[config.mk]
export PLATFORM = sky130hd
export DESIGN_NAME = fcg_mac
export DESIGN_NICKNAME = d
export VERILOG_FILES = /design/src/design/fcg_pkg.sv /design/src/design/fcg_mac.sv
export SDC_FILE = /design/constraint.sdc
export NUM_CORES = 1
export LEC_CHECK = 0
export BUFFER_PORTS_ARGS = -buffer_cell sky130_fd_sc_hd__buf_2
export CAP_MARGIN = 25
export CORE_MARGIN = 5
export CORE_UTILIZATION = 40
export CTS_BUF_LIST = sky130_fd_sc_hd__clkbuf_8
export DETAILED_ROUTE_END_ITERATION = 6
export PLACE_DENSITY_LB_ADDON = 0.05
export SYNTH_ARGS = -nofsm -noshare
export SYNTH_HDL_FRONTEND = slang
export SYNTH_SLANG_ARGS = --single-unit
[constraint.sdc]
create_clock -name clk -period 5.87 [get_ports clk]
set_input_delay 0.2935 -clock clk [delete_from_list [all_inputs] [get_ports clk]]
set_output_delay 0.2935 -clock clk [all_outputs]
set_load 0.01 [all_outputs]
[src/design/fcg_pkg.sv]
package fcg_pkg;

	localparam int MAX_OUTPUTS = 16;
	localparam int MAX_INPUTS  = 256;

	localparam int ROW_AW  = (MAX_OUTPUTS > 1) ? $clog2(MAX_OUTPUTS) : 1;
	localparam int COL_AW  = (MAX_INPUTS > 1) ? $clog2(MAX_INPUTS) : 1;
	localparam int WDEPTH  = MAX_OUTPUTS * MAX_INPUTS;
	localparam int WADDR_W = (WDEPTH > 1) ? $clog2(WDEPTH) : 1;
	localparam int ACC_W   = 34 + COL_AW;

	localparam logic [1:0] MODE_WEIGHT = 2'd0;
	localparam logic [1:0] MODE_BIAS   = 2'd1;
	localparam logic [1:0] MODE_INPUT  = 2'd2;

	localparam logic [1:0] CFG_OUTPUT_COUNT = 2'd0;
	localparam logic [1:0] CFG_INPUT_COUNT  = 2'd1;
	localparam logic [1:0] CFG_USE_BIAS     = 2'd2;

	localparam logic [6:0]  OUTPUT_COUNT_RST = 7'd16;
	localparam logic [12:0] INPUT_COUNT_RST  = 13'd256;

	typedef struct packed {
		logic [1:0]         mode;
		logic [5:0]         row;
		logic [11:0]        column;
		logic signed [31:0] value;
		logic               start_req;
	} in_t;

	typedef struct packed {
		logic [5:0]         out_row;
		logic signed [31:0] out_value;
		logic               last;
	} out_t;

	typedef struct packed {
		logic               w_we;
		logic               x_we;
		logic               b_we;
		logic [WADDR_W-1:0] w_addr;
		logic [COL_AW-1:0]  x_addr;
		logic [ROW_AW-1:0]  b_addr;
		logic [31:0]        data;
	} wr_t;

	typedef struct packed {
		logic [WADDR_W-1:0] w_addr;
		logic [COL_AW-1:0]  x_addr;
		logic [ROW_AW-1:0]  b_addr;
	} rd_t;

endpackage

[src/design/fcg_mac.sv]
module fcg_mac
	import fcg_pkg::*;
(
	input  logic               clk,
	input  logic               arst_n,
	input  logic               valid_s1,
	input  logic signed [15:0] w_s1,
	input  logic signed [15:0] x_s1,
	input  logic               clear,
	input  logic               use_bias,
	input  logic signed [31:0] bias,
	output logic               busy,
	output logic signed [31:0] result
);

	logic               valid_s2;
	logic signed [31:0] prod_s2;
	logic signed [ACC_W-1:0] acc_q;
	logic signed [ACC_W-1:0] sum;
	logic [ACC_W-32:0]       upper;

	always_ff @(posedge clk or negedge arst_n) begin
		if (!arst_n) begin
			valid_s2 <= 1'b0;
		end else begin
			valid_s2 <= valid_s1;
		end
	end

	always_ff @(posedge clk) begin
		prod_s2 <= w_s1 * x_s1;
		if (clear) begin
			acc_q <= '0;
		end else if (valid_s2) begin
			acc_q <= acc_q + ACC_W'(prod_s2);
		end
	end

	always_comb begin
		sum   = acc_q + (use_bias ? ACC_W'(bias) : ACC_W'(0));
		upper = sum[ACC_W-1:31];
		if ((&upper) || !(|upper)) begin
			result = sum[31:0];
		end else if (sum[ACC_W-1]) begin
			result = 32'sh8000_0000;
		end else begin
			result = 32'sh7fff_ffff;
		end
	end

	assign busy = valid_s2;

endmodule
Word level (Yosys, flattened, before mapping):

Cells that the tools add are included.

* output and inout bits: 33
* register bits after elaboration: 75
* input port bits: 69

* add/sub/neg operators: 2
* mux-type cells: 3
* reductions and logical operators: 4
* multipliers: 1

Operator list (count)
* two-way mux 32 bit: 2
* adder 42 x 32 -> 42 bit: 1
* adder 42 bit: 1
* two-way mux 42 bit: 1
* multiplier 16 x 16 -> 32 bit: 1
* AND reduction 11 bit: 1
* OR reduction 11 bit: 1
* zero test 1 bit: 1
* logical OR 1 bit: 1

Logic depth before layout (Yosys ltp):

Gate-level depths: netlist (run 1).

* depth after elaboration: 6
* mapped depth: 26
* depth with buffers taken out: 24

Worst setup path after synthesis (run 1):

OpenSTA, ideal clock, no wires.

* path kind: input to register
* from: input w_s1[15]
* to: register prod_s2[31]
* setup time: 72 ps
* data arrival time: 6043 ps
* path slack: -245 ps
* required time: 5798 ps
* stages on the path: 22
* cells stage by stage: clkbuf_1 > nand2_1 > inv_1 > fa_1 > fa_1 > fa_1 > fa_1 > fa_1 > inv_1 > fa_1 > inv_1 > ha_1 > a21oi_1 > o21ai_0 > a21o_1 > a21o_1 > a31oi_1 > o21ai_0 > nor3_1 > o21bai_1 > a21oi_1 > xnor2_1

* word-level cells in the longest chain between the ends: 1

Ends and longest elaborated chain
* from (decl): RTL line fcg_mac.sv:7 `input logic signed [15:0] w_s1,`
* multiplier 16 x 16 -> 32 bit: RTL line fcg_mac.sv:31 `prod_s2 <= w_s1 * x_s1;`
* to (signal assigned): RTL line fcg_mac.sv:31
* to (decl): RTL line fcg_mac.sv:17 `logic signed [31:0] prod_s2;`

No other way between the ends.
A chain may end at the register's enable or synchronous reset.

Worst setup path in the final report (run 1):

* from: input w_s1[5]
* to: register prod_s2[30]

Same word-level chain as after synthesis.

==> results.txt, run 1 <==
----------------------------------------------------
[Outcome]
  Outcome ... finished clean

[CTS]
  Worst-Skew Late Latency ... between 0.3 and 0.4 ns
  Buffer type at the clock tree root ... clkbuf_8
  H-tree lvl count ... 3
  CTS tree ... built
  Clock edge transition at the registers on the reported setup and hold paths ... 0.08 ns
  Clock Sinks ... 75
  Total CTS buffers ... 9
  Max Root-Sink Buffers ... 2

[Setup path]
  Crit path max fanout ... 12
  R2R Path Start ... acc_q[0]
  Worst reg-to-reg path cell count ... 14
  Crit path launch type ... input pin
  Critical path type ... input pin to register
  Capturing instance or port of the critical path ... prod_s2[30]
  Register-to-Register Setup Slack ... 2.04 ns
  Worst EP arrival ... just under 6 ns
  Data required time at the worst endpoint ... 6.13 ns
  Setup crit end kind ... register
  Launching element of the worst setup path ... w_s1[5]
  Endpoint of the worst register-to-register path ... acc_q[40]

[GRT]
  Via count of the first global-routing pass ... 14000
  GRT Util Overall ... 18.5%
  Number of antenna violations at the first check in global routing ... 0
  First-pass GRT wire length ... 71800 µm
  Pin count of the biggest net entering global routing ... 52
  GR Overflow Total ... 0

[Die]
  Core area ... 41900 µm²
  Die Ht ... 216 µm
  I/O pin count ... 102
  Starting density of the core ... between 40% and 50%
  Site Rows ... 75
  Overall die area ... 46500 µm²
  Die outline width ... approximately 220 µm

[Timing]
  Highest achievable clock rate ... 177 MHz
  Relative slew margins ... 41.0%
  Worst Max-Slew Pin Slew ... 0.877 ns
  Number of endpoints with negative hold slack in the final report ... 0
  Total of endpoints with negative setup slack in the final report ... 0
  Pins Over Slew Limit ... 0
  Min Clock Period, post-route ... around 5.6 ns
  Unrepaired setup endpoints after global routing ... no
  Setup clock skew after layout ... 0.00983 ns
  Fraction of the cycle the final worst path needs ... 96.1%

[Hold path]
  Tightest Hold Check Type ... input pin to async pin

[Cells and area]
  Layout-stage area growth over the synthesis result ... 12.1%
  Final standard cell utilization of the core ... between 40% and 50%
  NumNets Final ... ~2600
  Layout cell share with drive strength beyond 1 ... ~13%

[Synth]
  Post-synthesis cell count ... 1960
  Syn Std Cell Area ... 16900 µm²
  Synth Register Bits ... 75
  Warning count from the yosys run ... 0
  Share of synthesized area occupied by flip-flops and latches ... 8.91%
  Mapped Nets ... 2457
  EDFF count, synth ... 0
  Distinct cell type count of the synthesized netlist ... 79
  Synthesized area per cell ... 8.63 µm²
  Top_reg_cell synth ... dfxtp_1
  Synth async-reset ratio ... approximately 1.3%

[Drt]
  Mean number of vias per cell ... 5.00
  DR iter-0 viols ... 633
  Routed length per placed instance ... 15.9 µm
  Via total after detailed routing ... 13300
  Number of DRC violations after detailed routing ... 0
  Pre-Repair DR Iteration Count ... 6
  Count of nets left with antenna violations after detail routing ... 0
  Final wirelength ... 42300 µm

[Place]
  Placed wire-length estimate after detailed placement ... about 37000 µm
  Final RePlAce weighted congestion ... 0.885
  Number of buffers added on ports ... 101

[Flow run]
  Count of maximum capacitance violations ... 0

----------------------------------------------------
[cell usage after synthesis (all sizes together) (26+ instances only)]
master,number,area [µm²]
a21o,53,398
clkbuf,50,188
o21ai,79,452
xor2,38,333
fa,264,5290
nor2,97,364
and2,163,1020
dfxtp,74,1480
inv,322,1210
a21oi,99,499
mux2i,29,290
nand2b,26,163
xnor2,66,578
nand3,29,145
ha,164,2050
nand2,194,728
[sequential cells by signal (all words and copies together) (netlist names)]
register,flops
acc_q,42
busy,1
prod_s2,32
[stage by stage]
| step | cells | instance area, µm² | setup TNS [ns] | hold slack (ns) | worst slack [ns] |
|---|---|---|---|---|---|
| finish | 2663 | 19000 | 0 | 0.251 | 0.230 |
| global route | 2662 | 19000 | 0 | 0.254 | 0.00281 |
| CTS | 2661 | 18900 | 0 | 0.245 | 0.181 |
| detailed placement | 2644 | 18700 | -0.898 | 0.0767 | -0.206 |
| global placement | 2644 | 18700 | -0.610 | 0.0817 | -0.140 |
| floorplan | 1960 | 16900 | 0 | -0.00209 | 0.0482 |
[metal layers]
metal / GRT usage (%) / vias up / share of wire [%]
met4: 3.44 / 0 / 1.4
met2: 29.7 / 227 / 44
met5: 0 / - / 0
met3: 1.56 / 30 / 3.0
met1: 27.6 / 6374 / 52
li1: - / 6671 / -
[worst max-delay path, cell delays in order]
cell and delay [ns]:
buf_2 0.21, and2_1 0.22, fa_1 0.53, inv_1 0.06
fa_1 0.59, inv_1 0.07, fa_1 0.49, fa_1 0.43
fa_1 0.49, inv_1 0.05, fa_1 0.47, inv_1 0.04
ha_1 0.30, a21o_1 0.17, a21oi_1 0.18, nor3b_1 0.23
o211ai_1 0.18, nand2_1 0.14, o21ai_0 0.15, o211a_1 0.26
o21ai_0 0.15, nand2b_1 0.08, xor2_1 0.14
[worst min path at each step]
stage          cells past startpoint    to  slack (ns)
2_1_floorplan                      0  busy      -0.002
3_3_place_gp                       1  busy        0.08
3_5_place_dp                       1  busy        0.08
4_1_cts                            2  busy        0.25
5_1_grt                            2  busy        0.25
6_report                           2  busy        0.25
[layout by cell type, fill, tap and decap left out, drive strengths merged, types with 74 or more instances in the layout]
master    n
ha      164
a21oi    99
and2    163
dfxtp    74
nand2   194
nor2     97
fa      264
inv     322
o21ai    79
buf     203
[layout make-up]
cell class / instances / area (µm²)
antenna: 1 / 2.50
clock buffer: 10 / 138
clock inverter: 5 / 77.6
fill: 4200 / 22900
inverter: 322 / 1210
multi-input combinational: 1502 / 14000
sequential: 75 / 1510
tap: 539 / 674
timing repair buffer: 209 / 1390
[cells by family (layout without fill, tap and decap cells)]
logic type	count (synthesis)	count (layout)	share of synthesized area [%]
mux	30	30	1.78
xor+xnor	104	104	5.38
flops	75	75	8.91
compound gates	350	350	14.2
other cells	0	1	0
simple gates	590	590	17.6
fa+ha+maj	428	428	43.4
buf+inv	383	546	8.66
[repair_timing]
action	in CTS	in global routing
hold endpoints to repair	2	0
setup buffers	0	1
hold buffers	2	0
gates resized for setup	0	13
endpoints found under the setup margin	0	4
Power of run 1 is left out: the tool's default activity adds up to more than one toggle a clock period on the data nets, which glitch-free logic cannot reach.
==> run 2: changes to the inputs <==
--- a/config.mk
+++ b/config.mk
@@ -7,6 +7,7 @@
 export LEC_CHECK = 0
 export BUFFER_PORTS_ARGS = -buffer_cell sky130_fd_sc_hd__buf_2
 export CAP_MARGIN = 25
+export CORE_ASPECT_RATIO = 1.75
 export CORE_MARGIN = 5
 export CORE_UTILIZATION = 40
 export CTS_BUF_LIST = sky130_fd_sc_hd__clkbuf_8
==> run 2 against run 1 <==
Net effect:
- sequential share of layout area is essentially flat
- non-clock buffer count grew 9
- flip-flop and latch count is the same
- fmax grew 0.29%
- cell area grew 0.38%
- first-iteration DRC count shrank 41%
- core utilization grew 0.29 points
- critical endpoint is now prod_s2[31]
- highest routed layer unchanged
==> results.txt, run 2 (synthesis results as in run 1) <==
----------------------------------------------------
[Timing]
  Fraction of the cycle the final worst path needs ... 95.8% (was 96.1%)
  Number of endpoints with negative hold slack in the final report ... 0 (unchanged)
  Min Clock Period, post-route ... 5.62 ns (was 5.64 ns)
  Highest achievable clock rate ... 178 MHz (was 177 MHz)
  Aggregate negative setup slack ... 0 ns (unchanged)
  Total of endpoints with negative setup slack in the final report ... 0 (unchanged)
  Relative slew margins ... 32.9% (was 41.0%)
  Worst Max-Slew Pin Slew ... 0.998 ns (was 0.877 ns)
  Setup clock skew after layout ... 0.0132 ns (was 0.00983 ns)
  Pins Over Slew Limit ... 0 (unchanged)

[Setup path]
  Cell type of the slowest stage on the worst timing path ... fa_1 (unchanged)
  Crit path max fanout ... 10 (was 12)
  Critical path type ... input pin to register (unchanged)
  Crit path launch type ... input pin (unchanged)
  Ordered cell list for the critical path ... buf_2, buf_4, and2_1, fa_1, inv_1, fa_1, fa_1, fa_1, inv_1, fa_1, fa_1, ha_1, nand3_1, o31a_1, a31o_2, o21ai_1, buf_4, a31oi_1, o21ai_1, nor3_2, o21bai_1, a21oi_1, xnor2_1 (was buf_2, and2_1, fa_1, inv_1, fa_1, inv_1, fa_1, fa_1, fa_1, inv_1, fa_1, inv_1, ha_1, a21o_1, a21oi_1, nor3b_1, o211ai_1, nand2_1, o21ai_0, o211a_1, o21ai_0, nand2b_1, xor2_1)
  Most used cell, CP ... fa_1 (unchanged)
  Setup crit end kind ... register (unchanged)
  Data required time at the worst endpoint ... 6.11 ns (was 6.13 ns)
  Buffer and inverter count on the worst path ... 5 (unchanged)
  Stage delay of the slowest cell on the critical path ... 0.55 ns (was 0.59 ns)
  Worst EP arrival ... 5.86 ns (was 5.90 ns)
  Cell family contributing the most delay on the critical path ... adder cells (unchanged)

[Place]
  Placed inst area ... 18800 µm² (was 18700 µm²)
  Number of placed cells counting well taps ... 2671 (was 2644)
  Final RePlAce weighted congestion ... 0.846 (was 0.885)
  Number of buffers added on ports ... 101 (unchanged)
  Placed wire-length estimate after detailed placement ... 38100 µm (was 36700 µm)

[CTS]
  H-tree lvl count ... 3 (unchanged)
  CTS tree ... built (unchanged)
  Total CTS buffers ... 9 (unchanged)
  Max Root-Sink Buffers ... 2 (unchanged)
  Buffer type at the clock tree root ... clkbuf_8 (unchanged)
  Clock Sinks ... 75 (unchanged)
  Worst-Skew Late Latency ... 0.37 ns (about the same)
  Clock edge transition at the registers on the reported setup and hold paths ... 0.08 ns (about the same)

[Drt]
  DR iter-0 viols ... 373 (was 633)
  Number of DRC violations after detailed routing ... 0 (unchanged)
  Routed length per placed instance ... 16.1 µm (was 15.9 µm)
  Met2 wirelength from detailed routing ... 23400 µm (was 18500 µm)
  Highest metal used ... met4 (unchanged)
  Pre-Repair DR Iteration Count ... 5 (was 6)
  Count of nets left with antenna violations after detail routing ... 0 (unchanged)
  Metal3 WL ... 1090 µm (was 1260 µm)
  Mean number of vias per cell ... 5.00 (about the same)
  Final wirelength ... 43300 µm (was 42300 µm)
  Met1 wire length ... 17500 µm (was 21900 µm)
  Via total after detailed routing ... 13400 (was 13300)

[Die]
  Die Ht ... 282 µm (was 216 µm)
  Starting density of the core ... 40.5% (was 40.4%)
  Site Rows ... 99 (was 75)
  Die outline width ... 165 µm (was 216 µm)
  I/O pin count ... 102 (unchanged)
  Overall die area ... 46700 µm² (was 46500 µm²)
  Core area ... 41700 µm² (was 41900 µm²)

[GRT]
  First-pass GRT wire length ... 73100 µm (was 71800 µm)
  Number of antenna violations at the first check in global routing ... 1 (was 0)
  Pin count of the biggest net entering global routing ... 61 (was 52)
  Via count of the first global-routing pass ... 14900 (was 14000)
  GRT Util Overall ... 19.4% (was 18.5%)
  GR Overflow Total ... 0 (unchanged)

[Cells and area]
  Final standard cell utilization of the core ... 45.6% (was 45.3%)
  Post-route insts no fill ... 2689 (was 2663)
  Largest register FFs ... 42 (unchanged)
  Largest register by flop count ... acc_q (unchanged)
  Most frequent cells in the layout ... inv_1 (321), fa_1 (262), nand2_1 (193) (was inv_1 (319), fa_1 (261), nand2_1 (193))
  Commonest non-fill, non-tap cell in the layout ... inv_1 (unchanged)
  Layout-stage area growth over the synthesis result ... 12.5% (was 12.1%)
  Final std cell area, no fill ... 19000 µm² (about the same)
  NumNets Final ... 2625 (was 2616)
  Layout cell share with drive strength beyond 1 ... 13.3% (was 12.9%)

[Hold path]
  Tightest Hold Check Type ... input pin to register (was input pin to async pin)

[Outcome]
  Outcome ... finished clean (unchanged)

[Flow run]
  Count of maximum capacitance violations ... 0 (unchanged)

----------------------------------------------------
run 2: cell count changes in the layout (fill, tap and decap cells not counted), moves of 2 or more:
cell / before / now
inv_1: 319 / 321
buf_2: 97 / 101
clkbuf_4: 4 / 0
o21ai_1: 15 / 17
buf_4: 100 / 113
o21ai_0: 51 / 49
buf_6: 2 / 0
run 2: layout make-up:
class                   count  area (µm²)
multi-input cells        1502       14000
clock buffers              11         151
diodes                      1        2.50
fillers                  4306       22700
well taps                 555         694
flip-flops and latches     75        1510
clock inverters             5        76.3
inverters                 322        1210
repair buffers            218        1420
run 2: routing by layer:
layer	GRT usage, %	vias to the layer above
met1	22.2	6489
met2	37.6	210
met5	0	-
met3	1.31	66
met4	6.52	0
li1	-	6677
run 2: path summary, 6_finish.rpt:
path | from | to | slack (ns) | cells past startpoint
max in group asynchronous | arst_n | busy | 5.52 | 2
setup reg to reg | acc_q[0] | acc_q[40] | 2.00 | 14
hold / removal | valid_s1 | busy | 0.03 | 1
min in group asynchronous | arst_n | busy | 0.25 | 2
setup / recovery | x_s1[4] | prod_s2[31] | 0.25 | 23
hold reg to reg | acc_q[34] | acc_q[34] | 0.52 | 2
run 2: timing repair:
action / 4_1_cts / 5_1_grt
hold endpoints to repair: 1 / 0
buffers inserted: 0 / 0
resized for setup: 0 / 8
hold buffers: 1 / 0
setup endpoints to repair: 0 / 5
run 2: through the flow:
step,setup WS (ns),hold slack [ns]
2_1_floorplan,0.0482,-0.00209
3_3_place_gp,-0.192,0.0693
3_5_place_dp,-0.274,0.0693
4_1_cts,0.124,0.00396
5_1_grt,-0.00140,0.0110
6_report,0.246,0.0321
run 2: worst register-to-register path, cell delays in order (launching register included):
cell and delay [ns]:
dfxtp_1 0.38, ha_1 0.18, inv_1 0.05, fa_1 0.40, nor2b_1 0.13, o21a_1 0.14, o21ai_0 0.15, a21o_1 0.24
o31ai_1 0.81, a2111o_1 0.34, nand2_1 0.13, o21ai_1 0.29, nor3b_1 0.32, or4_1 0.17, nand3_1 0.05
Power of run 2 is left out for the same reason.
